`src/rtl/mbps_pkg.sv`:
```
`timescale 1ns / 1ps
// ----------------------------------------------------------------------------
// mbps_pkg
// Shared types and constants of the masked byte pattern search core.
// ----------------------------------------------------------------------------
package mbps_pkg;

  localparam int MAX_PATTERN_DEF = 16;
  localparam int OFFSET_BITS_DEF = 32;

  // pattern registers always hold sixteen bytes
  localparam int PAT_BYTES  = 16;
  localparam int LEN_W      = 5;
  localparam int CFG_IDX_W  = 2;
  localparam int CFG_DATA_W = 64;
  localparam int MOFF_W     = 32;

  // result queue between scanner and output stage
  localparam int Q_DEPTH = 2;
  localparam int Q_PTR_W = 1;
  localparam int Q_CNT_W = 2;

  typedef enum logic [CFG_IDX_W-1:0] {
    REG_PAT_LO = 2'd0,
    REG_PAT_HI = 2'd1,
    REG_CARE   = 2'd2,
    REG_LEN    = 2'd3
  } cfg_reg_t;

  typedef struct packed {
    logic [7:0] data_byte;
    logic       last_byte;
  } in_item_t;

  typedef struct packed {
    logic              found;
    logic [MOFF_W-1:0] match_offset;
  } out_item_t;

  // front to queue
  typedef struct packed {
    logic      push;
    out_item_t item;
  } q_wr_t;

endpackage

```
`src/rtl/masked_byte_pattern_search_core.sv`:
```
`timescale 1ns / 1ps
// ----------------------------------------------------------------------------
// masked_byte_pattern_search_core
// Scans a byte stream for a pattern of up to sixteen bytes with per-byte
// wildcards and gives one result word per region.
//
//   channel  direction  handshake             payload
//   in_      input      in_valid / in_stall   in_item_t  {data_byte, last_byte}
//   out_     output     out_valid / out_stall out_item_t {found, match_offset}
//   cfg_     input      cfg_we                cfg_index, cfg_wdata
//
// One byte is taken per cycle while in_stall is low; every window position
// compares in parallel in the scanner, so the compare and offset subtract are
// combinational. With an idle output, the result word of the deciding byte
// goes into a queue entry and from there into the output register.
// A two-entry queue and the output register keep in_stall low while out_
// drains; in_stall rises only once three words wait under out_stall (the
// output register and both queue entries).
// Reset (rst_n low, synchronous) clears registers, window, count and queue.
// ----------------------------------------------------------------------------
module masked_byte_pattern_search_core
  import mbps_pkg::*;
#(
  parameter int MAX_PATTERN = MAX_PATTERN_DEF,
  parameter int OFFSET_BITS = OFFSET_BITS_DEF
) (
  input  logic                  clk,
  input  logic                  rst_n,
  input  logic                  cfg_we,
  input  logic [CFG_IDX_W-1:0]  cfg_index,
  input  logic [CFG_DATA_W-1:0] cfg_wdata,
  input  logic                  in_valid,
  output logic                  in_stall,
  input  in_item_t              in_data,
  output logic                  out_valid,
  input  logic                  out_stall,
  output out_item_t             out_data
);

  q_wr_t     q_wr;
  logic      q_full;
  logic      q_nempty;
  logic      q_pop;
  out_item_t q_head;

  mbps_front #(
    .MAX_PATTERN (MAX_PATTERN),
    .OFFSET_BITS (OFFSET_BITS)
  ) u_front (
    .clk       (clk),
    .rst_n     (rst_n),
    .cfg_we    (cfg_we),
    .cfg_index (cfg_index),
    .cfg_wdata (cfg_wdata),
    .in_valid  (in_valid),
    .in_stall  (in_stall),
    .in_data   (in_data),
    .q_full    (q_full),
    .q_wr      (q_wr)
  );

  mbps_queue u_queue (
    .clk      (clk),
    .rst_n    (rst_n),
    .q_wr     (q_wr),
    .q_full   (q_full),
    .q_nempty (q_nempty),
    .q_pop    (q_pop),
    .q_head   (q_head)
  );

  mbps_back u_back (
    .clk       (clk),
    .rst_n     (rst_n),
    .q_nempty  (q_nempty),
    .q_head    (q_head),
    .q_pop     (q_pop),
    .out_valid (out_valid),
    .out_stall (out_stall),
    .out_data  (out_data)
  );

endmodule

```
`src/rtl/mbps_front.sv`:
```
`timescale 1ns / 1ps
// ----------------------------------------------------------------------------
// mbps_front
// Byte scanner: configuration registers, byte window, region counter and the
// parallel masked compare. Pushes one result per region into the queue.
// ----------------------------------------------------------------------------
module mbps_front
  import mbps_pkg::*;
#(
  parameter int MAX_PATTERN = MAX_PATTERN_DEF,
  parameter int OFFSET_BITS = OFFSET_BITS_DEF
) (
  input  logic                  clk,
  input  logic                  rst_n,
  input  logic                  cfg_we,
  input  logic [CFG_IDX_W-1:0]  cfg_index,
  input  logic [CFG_DATA_W-1:0] cfg_wdata,
  input  logic                  in_valid,
  output logic                  in_stall,
  input  in_item_t              in_data,
  input  logic                  q_full,
  output q_wr_t                 q_wr
);

  localparam int WIN_D  = (MAX_PATTERN > 1) ? MAX_PATTERN - 1 : 1;
  localparam int AGE_W  = (MAX_PATTERN > 1) ? $clog2(MAX_PATTERN) : 1;
  localparam int CAND_D = 1 << AGE_W;
  localparam logic [LEN_W-1:0] MAX_LEN = LEN_W'(MAX_PATTERN);

  logic [CFG_DATA_W-1:0]  pat_lo_r;
  logic [CFG_DATA_W-1:0]  pat_hi_r;
  logic [PAT_BYTES-1:0]   care_r;
  logic [LEN_W-1:0]       len_r;

  logic [7:0]             win_r   [WIN_D];
  logic [7:0]             win_nxt [WIN_D];
  logic [OFFSET_BITS-1:0] seen_r, seen_nxt;
  logic                   reported_r, reported_nxt;

  logic [8*PAT_BYTES-1:0] pat_all;
  logic [7:0]             cand [CAND_D];
  logic [LEN_W-1:0]       lm1;
  logic [LEN_W-1:0]       idx5;
  logic                   all_eq;
  logic                   len_ok;
  logic                   seen_ok;
  logic                   hit;
  logic                   in_acc;
  logic [OFFSET_BITS-1:0] off;
  logic [OFFSET_BITS+MOFF_W-1:0] off_ext;

  assign pat_all  = {pat_hi_r, pat_lo_r};
  assign in_stall = q_full;
  assign in_acc   = in_valid && !q_full;

  // candidate ending at the current byte, age 0 is the current byte
  always_comb begin
    cand[0] = in_data.data_byte;
    for (int a = 1; a < CAND_D; a++) begin
      if (a < MAX_PATTERN) begin
        cand[a] = win_r[a-1];
      end else begin
        cand[a] = 8'd0;
      end
    end
  end

  always_comb begin
    lm1     = len_r - LEN_W'(1);
    len_ok  = (len_r != '0) && (len_r <= MAX_LEN);
    seen_ok = seen_r >= OFFSET_BITS'(lm1);
    all_eq  = 1'b1;
    idx5    = '0;
    for (int j = 0; j < MAX_PATTERN; j++) begin
      if ((LEN_W'(j) < len_r) && care_r[j]) begin
        idx5 = lm1 - LEN_W'(j);
        if (cand[idx5[AGE_W-1:0]] != pat_all[8*j +: 8]) begin
          all_eq = 1'b0;
        end
      end
    end
    hit     = len_ok && seen_ok && all_eq;
    off     = seen_r - OFFSET_BITS'(lm1);
    off_ext = {{MOFF_W{1'b0}}, off};
  end

  always_comb begin
    q_wr.push              = in_acc && !reported_r && (hit || in_data.last_byte);
    q_wr.item.found        = hit;
    q_wr.item.match_offset = hit ? off_ext[MOFF_W-1:0] : '0;
  end

  always_comb begin
    win_nxt      = win_r;
    seen_nxt     = seen_r;
    reported_nxt = reported_r;
    if (in_acc) begin
      if (in_data.last_byte) begin
        for (int k = 0; k < WIN_D; k++) begin
          win_nxt[k] = 8'd0;
        end
        seen_nxt     = '0;
        reported_nxt = 1'b0;
      end else begin
        for (int k = WIN_D - 1; k > 0; k--) begin
          win_nxt[k] = win_r[k-1];
        end
        win_nxt[0] = in_data.data_byte;
        // saturating byte count
        if (!(&seen_r)) begin
          seen_nxt = seen_r + OFFSET_BITS'(1);
        end
        reported_nxt = reported_r || hit;
      end
    end
  end

  always_ff @(posedge clk) begin
    if (!rst_n) begin
      pat_lo_r   <= '0;
      pat_hi_r   <= '0;
      care_r     <= '0;
      len_r      <= '0;
      seen_r     <= '0;
      reported_r <= 1'b0;
      for (int k = 0; k < WIN_D; k++) begin
        win_r[k] <= 8'd0;
      end
    end else begin
      win_r      <= win_nxt;
      seen_r     <= seen_nxt;
      reported_r <= reported_nxt;
      if (cfg_we) begin
        case (cfg_reg_t'(cfg_index))
          REG_PAT_LO: pat_lo_r <= cfg_wdata;
          REG_PAT_HI: pat_hi_r <= cfg_wdata;
          REG_CARE:   care_r   <= cfg_wdata[PAT_BYTES-1:0];
          REG_LEN:    len_r    <= cfg_wdata[LEN_W-1:0];
          default: ;
        endcase
      end
    end
  end

endmodule

```
`src/rtl/mbps_queue.sv`:
```
`timescale 1ns / 1ps
// ----------------------------------------------------------------------------
// mbps_queue
// Two-entry result queue between the scanner and the output stage.
// ----------------------------------------------------------------------------
module mbps_queue
  import mbps_pkg::*;
(
  input  logic      clk,
  input  logic      rst_n,
  input  q_wr_t     q_wr,
  output logic      q_full,
  output logic      q_nempty,
  input  logic      q_pop,
  output out_item_t q_head
);

  out_item_t          mem_r [Q_DEPTH];
  logic [Q_PTR_W-1:0] wr_ptr_r, wr_ptr_nxt;
  logic [Q_PTR_W-1:0] rd_ptr_r, rd_ptr_nxt;
  logic [Q_CNT_W-1:0] cnt_r, cnt_nxt;
  logic               do_pop;

  assign q_full   = (cnt_r == Q_CNT_W'(Q_DEPTH));
  assign q_nempty = (cnt_r != '0);
  assign q_head   = mem_r[rd_ptr_r];
  assign do_pop   = q_pop && q_nempty;

  always_comb begin
    wr_ptr_nxt = wr_ptr_r + Q_PTR_W'(q_wr.push);
    rd_ptr_nxt = rd_ptr_r + Q_PTR_W'(do_pop);
    cnt_nxt    = cnt_r + Q_CNT_W'(q_wr.push) - Q_CNT_W'(do_pop);
  end

  always_ff @(posedge clk) begin
    if (q_wr.push) begin
      mem_r[wr_ptr_r] <= q_wr.item;
    end
  end

  always_ff @(posedge clk) begin
    if (!rst_n) begin
      wr_ptr_r <= '0;
      rd_ptr_r <= '0;
      cnt_r    <= '0;
    end else begin
      wr_ptr_r <= wr_ptr_nxt;
      rd_ptr_r <= rd_ptr_nxt;
      cnt_r    <= cnt_nxt;
    end
  end

endmodule

```
`src/rtl/mbps_back.sv`:
```
`timescale 1ns / 1ps
// ----------------------------------------------------------------------------
// mbps_back
// Output stage: takes results from the queue into the result register and
// holds them while the consumer stalls.
// ----------------------------------------------------------------------------
module mbps_back
  import mbps_pkg::*;
(
  input  logic      clk,
  input  logic      rst_n,
  input  logic      q_nempty,
  input  out_item_t q_head,
  output logic      q_pop,
  output logic      out_valid,
  input  logic      out_stall,
  output out_item_t out_data
);

  logic      out_valid_r, out_valid_nxt;
  out_item_t out_data_r, out_data_nxt;
  logic      slot_free;

  assign slot_free = !out_valid_r || !out_stall;
  assign q_pop     = slot_free && q_nempty;
  assign out_valid = out_valid_r;
  assign out_data  = out_data_r;

  always_comb begin
    out_valid_nxt = out_valid_r;
    out_data_nxt  = out_data_r;
    if (slot_free) begin
      out_valid_nxt = q_nempty;
      if (q_nempty) begin
        out_data_nxt = q_head;
      end
    end
  end

  always_ff @(posedge clk) begin
    out_data_r <= out_data_nxt;
  end

  always_ff @(posedge clk) begin
    if (!rst_n) begin
      out_valid_r <= 1'b0;
    end else begin
      out_valid_r <= out_valid_nxt;
    end
  end

endmodule

```
`config.mk`:
```
export PLATFORM = sky130hd
export DESIGN_NAME = masked_byte_pattern_search_core
export DESIGN_NICKNAME = d
export VERILOG_FILES = /design/src/rtl/mbps_pkg.sv /design/src/rtl/masked_byte_pattern_search_core.sv /design/src/rtl/mbps_front.sv /design/src/rtl/mbps_queue.sv /design/src/rtl/mbps_back.sv
export SDC_FILE = /design/constraint.sdc
export NUM_CORES = 1
export LEC_CHECK = 0
export BUFFER_PORTS_ARGS = -buffer_cell sky130_fd_sc_hd__buf_2
export CAP_MARGIN = 10
export CELL_PAD_IN_SITES_DETAIL_PLACEMENT = 0
export CELL_PAD_IN_SITES_GLOBAL_PLACEMENT = 1
export CORE_MARGIN = 8
export CORE_UTILIZATION = 50
export CTS_CLUSTER_SIZE = 10
export DETAILED_ROUTE_END_ITERATION = 6
export PLACE_DENSITY_LB_ADDON = 0.08
export SYNTH_ARGS = -nofsm -noshare
export SYNTH_HDL_FRONTEND = slang
export SYNTH_SLANG_ARGS = --single-unit
```
`constraint.sdc`:
```
create_clock -name clk -period 12 [get_ports clk]
set_clock_uncertainty 0.1 [all_clocks]
set_input_delay 2.4 -clock clk [delete_from_list [all_inputs] [get_ports clk]]
set_output_delay 2.4 -clock clk [all_outputs]
set_load 0.03 [all_outputs]
```
[Word-level counts from Yosys, hierarchy flattened]
Memory sizes are Yosys's and may differ from the RTL's. A register that Yosys moved wholly into a read port is not among the register bits.
Index checks and enable logic that the tools add are counted.
Operators by class
  add/subtract/negate cells: 22
  magnitude comparators: 34
  equal/unequal tests: 21
  multiplexer cells: 87
  bitwise gates (word level): 16
  reductions and logical operators: 41
Operator list (count)
  $bmux W8 S4: 16
  $mux W8: 32
  $ne A8 B8 Y1: 16
  $mux W120: 1
  $mux W32: 3
  $ge A5 B5 Y1 const B: 16
  $not A4 Y5: 16
  $lt A4 B5 Y1 const A: 8
  $mux W1: 35
  $add A32 B1 Y32 const B: 1
  $ge A32 B5 Y1: 1
  $reduce_and A32 Y1: 1
  $sub A32 B5 Y32: 1
  $sub A4 B4 Y4 const B: 8
  $logic_and A1 B1 Y1: 24
  $lt A3 B5 Y1 const A: 4
  $sub A4 B3 Y4 const B: 4
  $reduce_and A2 Y1: 6
  $lt A1 B5 Y1 const A: 2
  $lt A2 B5 Y1 const A: 2
  $sub A4 B2 Y4 const B: 2
  $eq A2 B2 Y1 const B: 3
  $le A5 B5 Y1 const B: 1
  $reduce_bool A5 Y1: 1
  11 further kinds: 17
Word-level totals
  flip-flop bits (word level): 307
  RAM bits: 66
  bits of input ports: 80
  output and inout port bits: 35
  word-level logic and storage cells: 247
  memories: 1
Memory list
  u_queue.mem_r: words 2, width 33, read ports 1, clocked after Yosys merged registers in 1, write ports 1, RTL line mbps_queue.sv:18  | out_item_t mem_r [Q_DEPTH];

[Depth between registers and ports, before layout]
  depth after elaboration: 43
  gate-level depth with buffers: 30
  depth with buffers taken out: 19

[Hierarchy]
A second synthesis with hierarchy kept.
Second synthesis, totals
  cells, all modules: 2665
  area, all modules: 25253.0 sq um
Modules (own cells, without submodules)
  mbps_front: instances 1, cells an instance 2502, area an instance 21458.1 sq um, seq. area each 6045.8 sq um
  mbps_queue: instances 1, cells an instance 126, area an instance 2765.2 sq um, seq. area each 2082.0 sq um
  mbps_back: instances 1, cells an instance 37, area an instance 1029.7 sq um, seq. area each 1011.0 sq um

[Worst setup path before layout]
Ideal clock, no wire load.
  path type: register to register
  start point: register u_front.len_r[0]
  end point: memory u_queue.mem_r[1][0] (netlist name), enable pin
  setup time: 0.393 ns
  data arrival time: 6.932 ns
  data required time: 11.507 ns
  slack: 4.575 ns
  stages on the path, launching flop included: 27
  buffers on the path: 10
  period minus slack after synthesis: 7.425 ns
  cell sequence: dfxtp_1 > buf_6 > inv_1 > buf_4 > buf_4 > buf_4 > buf_2 > buf_2 > ha_1 > xnor2_4 > inv_4 > buf_4 > buf_4 > buf_2 > ha_1 > or3_1 > a21oi_2 > xnor2_4 > mux4_1 > xor2_1 > nand4_1 > o311ai_1 > nand4_1 > or4_1 > buf_4 > o31ai_1 > ha_1
Between the ends
  word-level cells in the longest chain between the ends: 43
  elaborated cells on any way between the ends: 170
  those cells by class: add/sub (16); order compare (18); eq/ne (16); mux (82); bitwise (16); reduce/logical (22)
Ends and longest elaborated chain
  from (decl): RTL line mbps_front.sv:33  | logic [LEN_W-1:0] len_r;
  from (signal assigned): RTL line mbps_front.sv:138  | REG_LEN: len_r <= cfg_wdata[LEN_W-1:0];
  parallel branches: the longest is 38 deep, another holds $sub A5 B1 Y5
  $logic_and A1 B1 Y1 (*): RTL line mbps_front.sv:82  | hit = len_ok && seen_ok && all_eq;
  $logic_or A1 B1 Y1 (*): RTL line mbps_front.sv:88  | q_wr.push = in_acc && !reported_r && (hit || in_data.last_byte);
  $logic_and A1 B1 Y1 (*): RTL line mbps_front.sv:88
  $mux W1 (*): RTL line mbps_queue.sv:36  | if (q_wr.push) begin
  $mux W1 (implied by the code) (*): RTL line mbps_queue.sv:37  | mem_r[wr_ptr_r] <= q_wr.item;
  to (decl): RTL line mbps_queue.sv:18
Mark *: on every way between the ends. The select of a mux whose other input is x is not followed.

[Final worst setup path]
  start point: register u_front.len_r[0]
  end point: memory u_queue.mem_r[0][13] (netlist name), enable pin
The elaborated chain is that of the path after synthesis.

==> impl_metrics.xml <==
<?xml version="1.0" encoding="UTF-8"?>
<metrics>
  <group name="status">
    <metric name="outcome" unit="">completed</metric>
  </group>
  <group name="timing">
    <metric name="finalWorstPathRequiredPeriod" unit="ns">8.49</metric>
    <metric name="max_clock_freq" unit="GHz">0.118</metric>
    <metric name="worstMarginPinSlew" unit="ns">1.24</metric>
    <metric name="setup-tns-final" unit="ns">0</metric>
    <metric name="count_of_endpoints_failing_hold_in_the_final_timing_report" unit="">0</metric>
    <metric name="hold_ws" unit="ns">0.368</metric>
    <metric name="setup_ws" unit="ns">3.51</metric>
    <metric name="max-slew-margin-rel" unit="%">17.6</metric>
    <metric name="period_share" unit="%">70.8</metric>
    <metric name="finalSetupViolCount" unit="">0</metric>
    <metric name="grt_setup_unrepaired" unit="">no</metric>
    <metric name="final-max-slew-violation-count" unit="">0</metric>
  </group>
  <group name="critical_path">
    <metric name="critical_path.cell_chain" unit="">inv_4 -&gt; ha_4 -&gt; inv_2 -&gt; ha_1 -&gt; or3_1 -&gt; a21oi_2 -&gt; xnor2_4 -&gt; mux4_1 -&gt; xor2_1 -&gt; nand4_1 -&gt; o311ai_1 -&gt; nand4_1 -&gt; or4_2 -&gt; buf_4 -&gt; o31ai_1 -&gt; ha_1 -&gt; buf_4</metric>
    <metric name="critPathTopFamily" unit="">adder cells</metric>
    <metric name="critPathKind" unit="">reg2reg</metric>
    <metric name="cp.arrival" unit="ns">8.64</metric>
    <metric name="critical_path.startpoint" unit="">u_front.len_r[0]</metric>
    <metric name="setup.worst_path.end_class" unit="">flip-flop</metric>
    <metric name="worstReg2RegStart" unit="">u_front.len_r[0]</metric>
    <metric name="path_buf_inv" unit="">4</metric>
    <metric name="cpPeakStageDelay" unit="ns">0.99</metric>
    <metric name="critPathLaunchType" unit="">flip-flop</metric>
    <metric name="timing.critical_path.fanout_max" unit="">62</metric>
    <metric name="critical_path.slowest_cell" unit="">ha_4</metric>
    <metric name="cp.required" unit="ns">12.14</metric>
  </group>
  <group name="placed_design">
    <metric name="portBuffers" unit="">114</metric>
    <metric name="gp_congestion" unit="">1.03</metric>
    <metric name="detailed_place_hpwl" unit="um">59600</metric>
    <metric name="dpl_cell_area" unit="um2">25400</metric>
    <metric name="place.detailed.instances" unit="">3175</metric>
    <metric name="pre_cts_ws" unit="ns">3.74</metric>
  </group>
  <group name="cts">
    <metric name="cts.reportedPaths.clkPinSlew" unit="ns">0.07</metric>
    <metric name="clk-insertion-delay-late" unit="ns">0.60</metric>
    <metric name="postCtsResizedCells" unit="">0</metric>
    <metric name="cts.root.buffer_cell" unit="">clkbuf_16</metric>
    <metric name="clock_buffer_count_from_cts" unit="">48</metric>
    <metric name="ctsHoldBuffers" unit="">0</metric>
    <metric name="post_cts_buffers" unit="">0</metric>
    <metric name="bufs_on_longest_clock_path" unit="">3</metric>
    <metric name="ctsHtreeMaxLevel" unit="">2</metric>
    <metric name="cts_tree" unit="">yes</metric>
    <metric name="cts_sinks" unit="">406</metric>
  </group>
  <group name="logic_synthesis">
    <metric name="synth.ff_latch_count" unit="">406</metric>
    <metric name="yosys-top-cells-area" unit="">dfxtp_1, edfxtp_1, mux2i_1, nand2_1, mux4_2</metric>
    <metric name="synth.yosys.warnings" unit="">0</metric>
    <metric name="ys_seq_area_share" unit="%">36.9</metric>
    <metric name="nets_in_the_synthesized_netlist" unit="">2656</metric>
    <metric name="post_synth_top_flop" unit="">dfxtp_1</metric>
    <metric name="synth_top_area_share" unit="%">24.9</metric>
    <metric name="avgSynthCellArea" unit="um2">9.64</metric>
    <metric name="total_standard_cell_area_after_synthesis" unit="um2">24700</metric>
    <metric name="netlist.top_cell.by_area" unit="">dfxtp_1</metric>
    <metric name="synth_cells" unit="">2561</metric>
    <metric name="synth-async-reset-ratio" unit="%">0</metric>
    <metric name="synth_cell_type_count" unit="">74</metric>
    <metric name="number_of_enable_type_register_cells_in_the_synthesized_netlist" unit="">99</metric>
  </group>
  <group name="min_path">
    <metric name="min-delay-path-class" unit="">reg2reg</metric>
    <metric name="worstHoldStart" unit="">u_front.cand[76]</metric>
  </group>
  <group name="floorplan">
    <metric name="die-area" unit="um2">56800</metric>
    <metric name="die_height" unit="um">238</metric>
    <metric name="top_level_ports" unit="">115</metric>
    <metric name="start_util" unit="%">50.6</metric>
    <metric name="core_region_area" unit="um2">48800</metric>
    <metric name="num_rows" unit="">81</metric>
    <metric name="die-width" unit="um">238</metric>
  </group>
  <group name="global_route">
    <metric name="grt_start_max_net_pins" unit="">109</metric>
    <metric name="number_of_global_route_vias_before_repair" unit="">18400</metric>
    <metric name="grt_pass1_wl" unit="um">119000</metric>
    <metric name="globalRouteOverflowTotal" unit="">0</metric>
    <metric name="grt_antenna_before_repair" unit="">1</metric>
    <metric name="grtUsageTotal" unit="%">27.6</metric>
  </group>
  <group name="route">
    <metric name="ant_nets" unit="">0</metric>
    <metric name="drc_errors" unit="">0</metric>
    <metric name="first_pass_iters" unit="">5</metric>
    <metric name="avgRoutedWirePerCell" unit="um">24.7</metric>
    <metric name="detailroute.via_count" unit="">19400</metric>
    <metric name="drt-initial-drc-count" unit="">1736</metric>
    <metric name="totalWireLength" unit="um">80200</metric>
    <metric name="post_drt_via_cell_ratio" unit="">5.97</metric>
  </group>
  <group name="power">
    <metric name="internal_power" unit="mW">2.55</metric>
    <metric name="pwr-share-clk" unit="%">37.2</metric>
    <metric name="seq_power_share" unit="%">41.9</metric>
    <metric name="swShare" unit="%">30.9</metric>
    <metric name="power.net_switching" unit="mW">1.14</metric>
    <metric name="leakagePower" unit="nW">9.70</metric>
    <metric name="comb_power_share" unit="%">20.9</metric>
    <metric name="power.ir.vdd_worst" unit="uV">93.1</metric>
    <metric name="power.total" unit="mW">3.69</metric>
    <metric name="power.density_cell_area" unit="nW/um2">137</metric>
  </group>
  <group name="layout">
    <metric name="summed_area_of_non_filler_cells_in_the_final_layout" unit="um2">26800</metric>
    <metric name="final_cells" unit="">3250</metric>
    <metric name="layout.nets" unit="">2656</metric>
    <metric name="post-route-util" unit="%">55.0</metric>
    <metric name="area_growth" unit="%">8.70</metric>
    <metric name="n_antenna_cell" unit="">0</metric>
    <metric name="final_layout_size_suffix_gt1_share" unit="%">17.3</metric>
  </group>
  <group name="job">
    <metric name="maxCapViolations" unit="">0</metric>
  </group>
</metrics>
-- layer usage --
metal	up-vias	global-route usage [%]	wire, um
met5	-	0	12
li1	9001	-	-
met2	679	43.6	36600
met3	150	5.31	5670
met4	2	11.9	3770
met1	9580	36.6	34200
-- registers in the layout (all words and copies together), names as in the netlist --
register	count
u_queue.wr_ptr_r	1
u_front.len_r	5
u_front.cand	120
u_back.out_valid	1
u_front.reported_r	1
u_back.out_data	33
u_front.seen_r	32
u_front.care_r	16
u_front.pat_lo_r	64
u_queue.cnt_r	2
u_front.pat_hi_r	64
u_queue.mem_r	66
u_queue.rd_ptr_r	1
-- layout make-up --
| cell class | count | area [um2] |
|---|---|---|
| Fill cell | 4419 | 22000 |
| Multi-Input combinational cell | 1945 | 14600 |
| Sequential cell | 406 | 9120 |
| Clock buffer | 68 | 1320 |
| Tap cell | 664 | 831 |
| Timing Repair Buffer | 141 | 776 |
| Clock inverter | 7 | 110 |
| Inverter | 19 | 81.3 |
-- placed cells by master (no fill, tap or decap), types with 20 or more instances in the layout --
cell,n
nand2_1,594
dfxtp_1,305
mux2i_1,277
a21boi_0,148
a21oi_1,135
xnor2_1,131
buf_2,113
edfxtp_1,99
mux4_2,94
xor2_1,92
mux2_2,83
nor2_1,66
clkbuf_16,48
nand3_1,28
nand4_1,28
nor3_2,28
buf_4,28
o21ai_0,21
nor3_1,20
-- synth_stat cells (14+ instances only) --
cell and count:
edfxtp_1 99, clkbuf_1 114, ha_1 14, nand4_1 28, buf_4 21, o21ai_0 21, buf_6 18, nor2_1 67
xor2_1 92, nor4_1 19, a21boi_0 148, buf_2 25, nor3b_1 15, nor3_1 20, a21oi_1 136, inv_1 15
mux2i_1 277, mux2_2 83, nor3_2 28, xnor2_1 131, nand3_1 28, dfxtp_1 307, mux4_2 94, nor2b_1 17
nand2_1 595
-- power groups by stage --
stage	clock network [mW]	logic [mW]	registers, mW
after floorplan	0	0.475	1.66
after global placement	0	0.760	1.58
after detailed placement	0	0.769	1.58
after CTS	1.40	0.771	1.55
after global routing	1.45	0.820	1.56
final	1.37	0.770	1.55
-- kinds of logic (layout without fill, tap and decap cells) --
group / Yosys count / after routing / synth area share (%)
flops: 406 / 406 / 36.9
xor+xnor: 230 / 230 / 8.55
buf+inv: 210 / 235 / 4.21
compound gates: 369 / 369 / 9.84
fa+ha+maj: 17 / 17 / 0.871
mux: 455 / 455 / 23.7
simple gates: 874 / 874 / 15.9
-- worst register-to-register path, delay by kind of cell, from the launching register on --
kind / cells / cell delay [ns]
multiplexers: 1 / 0.69
AO/OA/AOI/OAI: 3 / 1.15
XOR/XNOR: 2 / 0.56
buffers and inverters: 4 / 1.61
adder cells (fa/ha/maj): 3 / 1.66
flip-flops: 1 / 0.85
AND/OR/NAND/NOR: 4 / 1.50
-- path summary, 6_finish.rpt --
| kind | end | slack (ns) | cells past startpoint |
|---|---|---|---|
| hold reg to reg | u_front.cand[68] | 0.37 | 2 |
| setup reg to reg | u_queue.mem_r[0][13] | 3.51 | 17 |
| setup / recovery | u_queue.mem_r[0][13] | 3.51 | 17 |
| hold / removal | u_front.cand[68] | 0.37 | 2 |
Note: power is estimated with default switching activity, not from simulation.
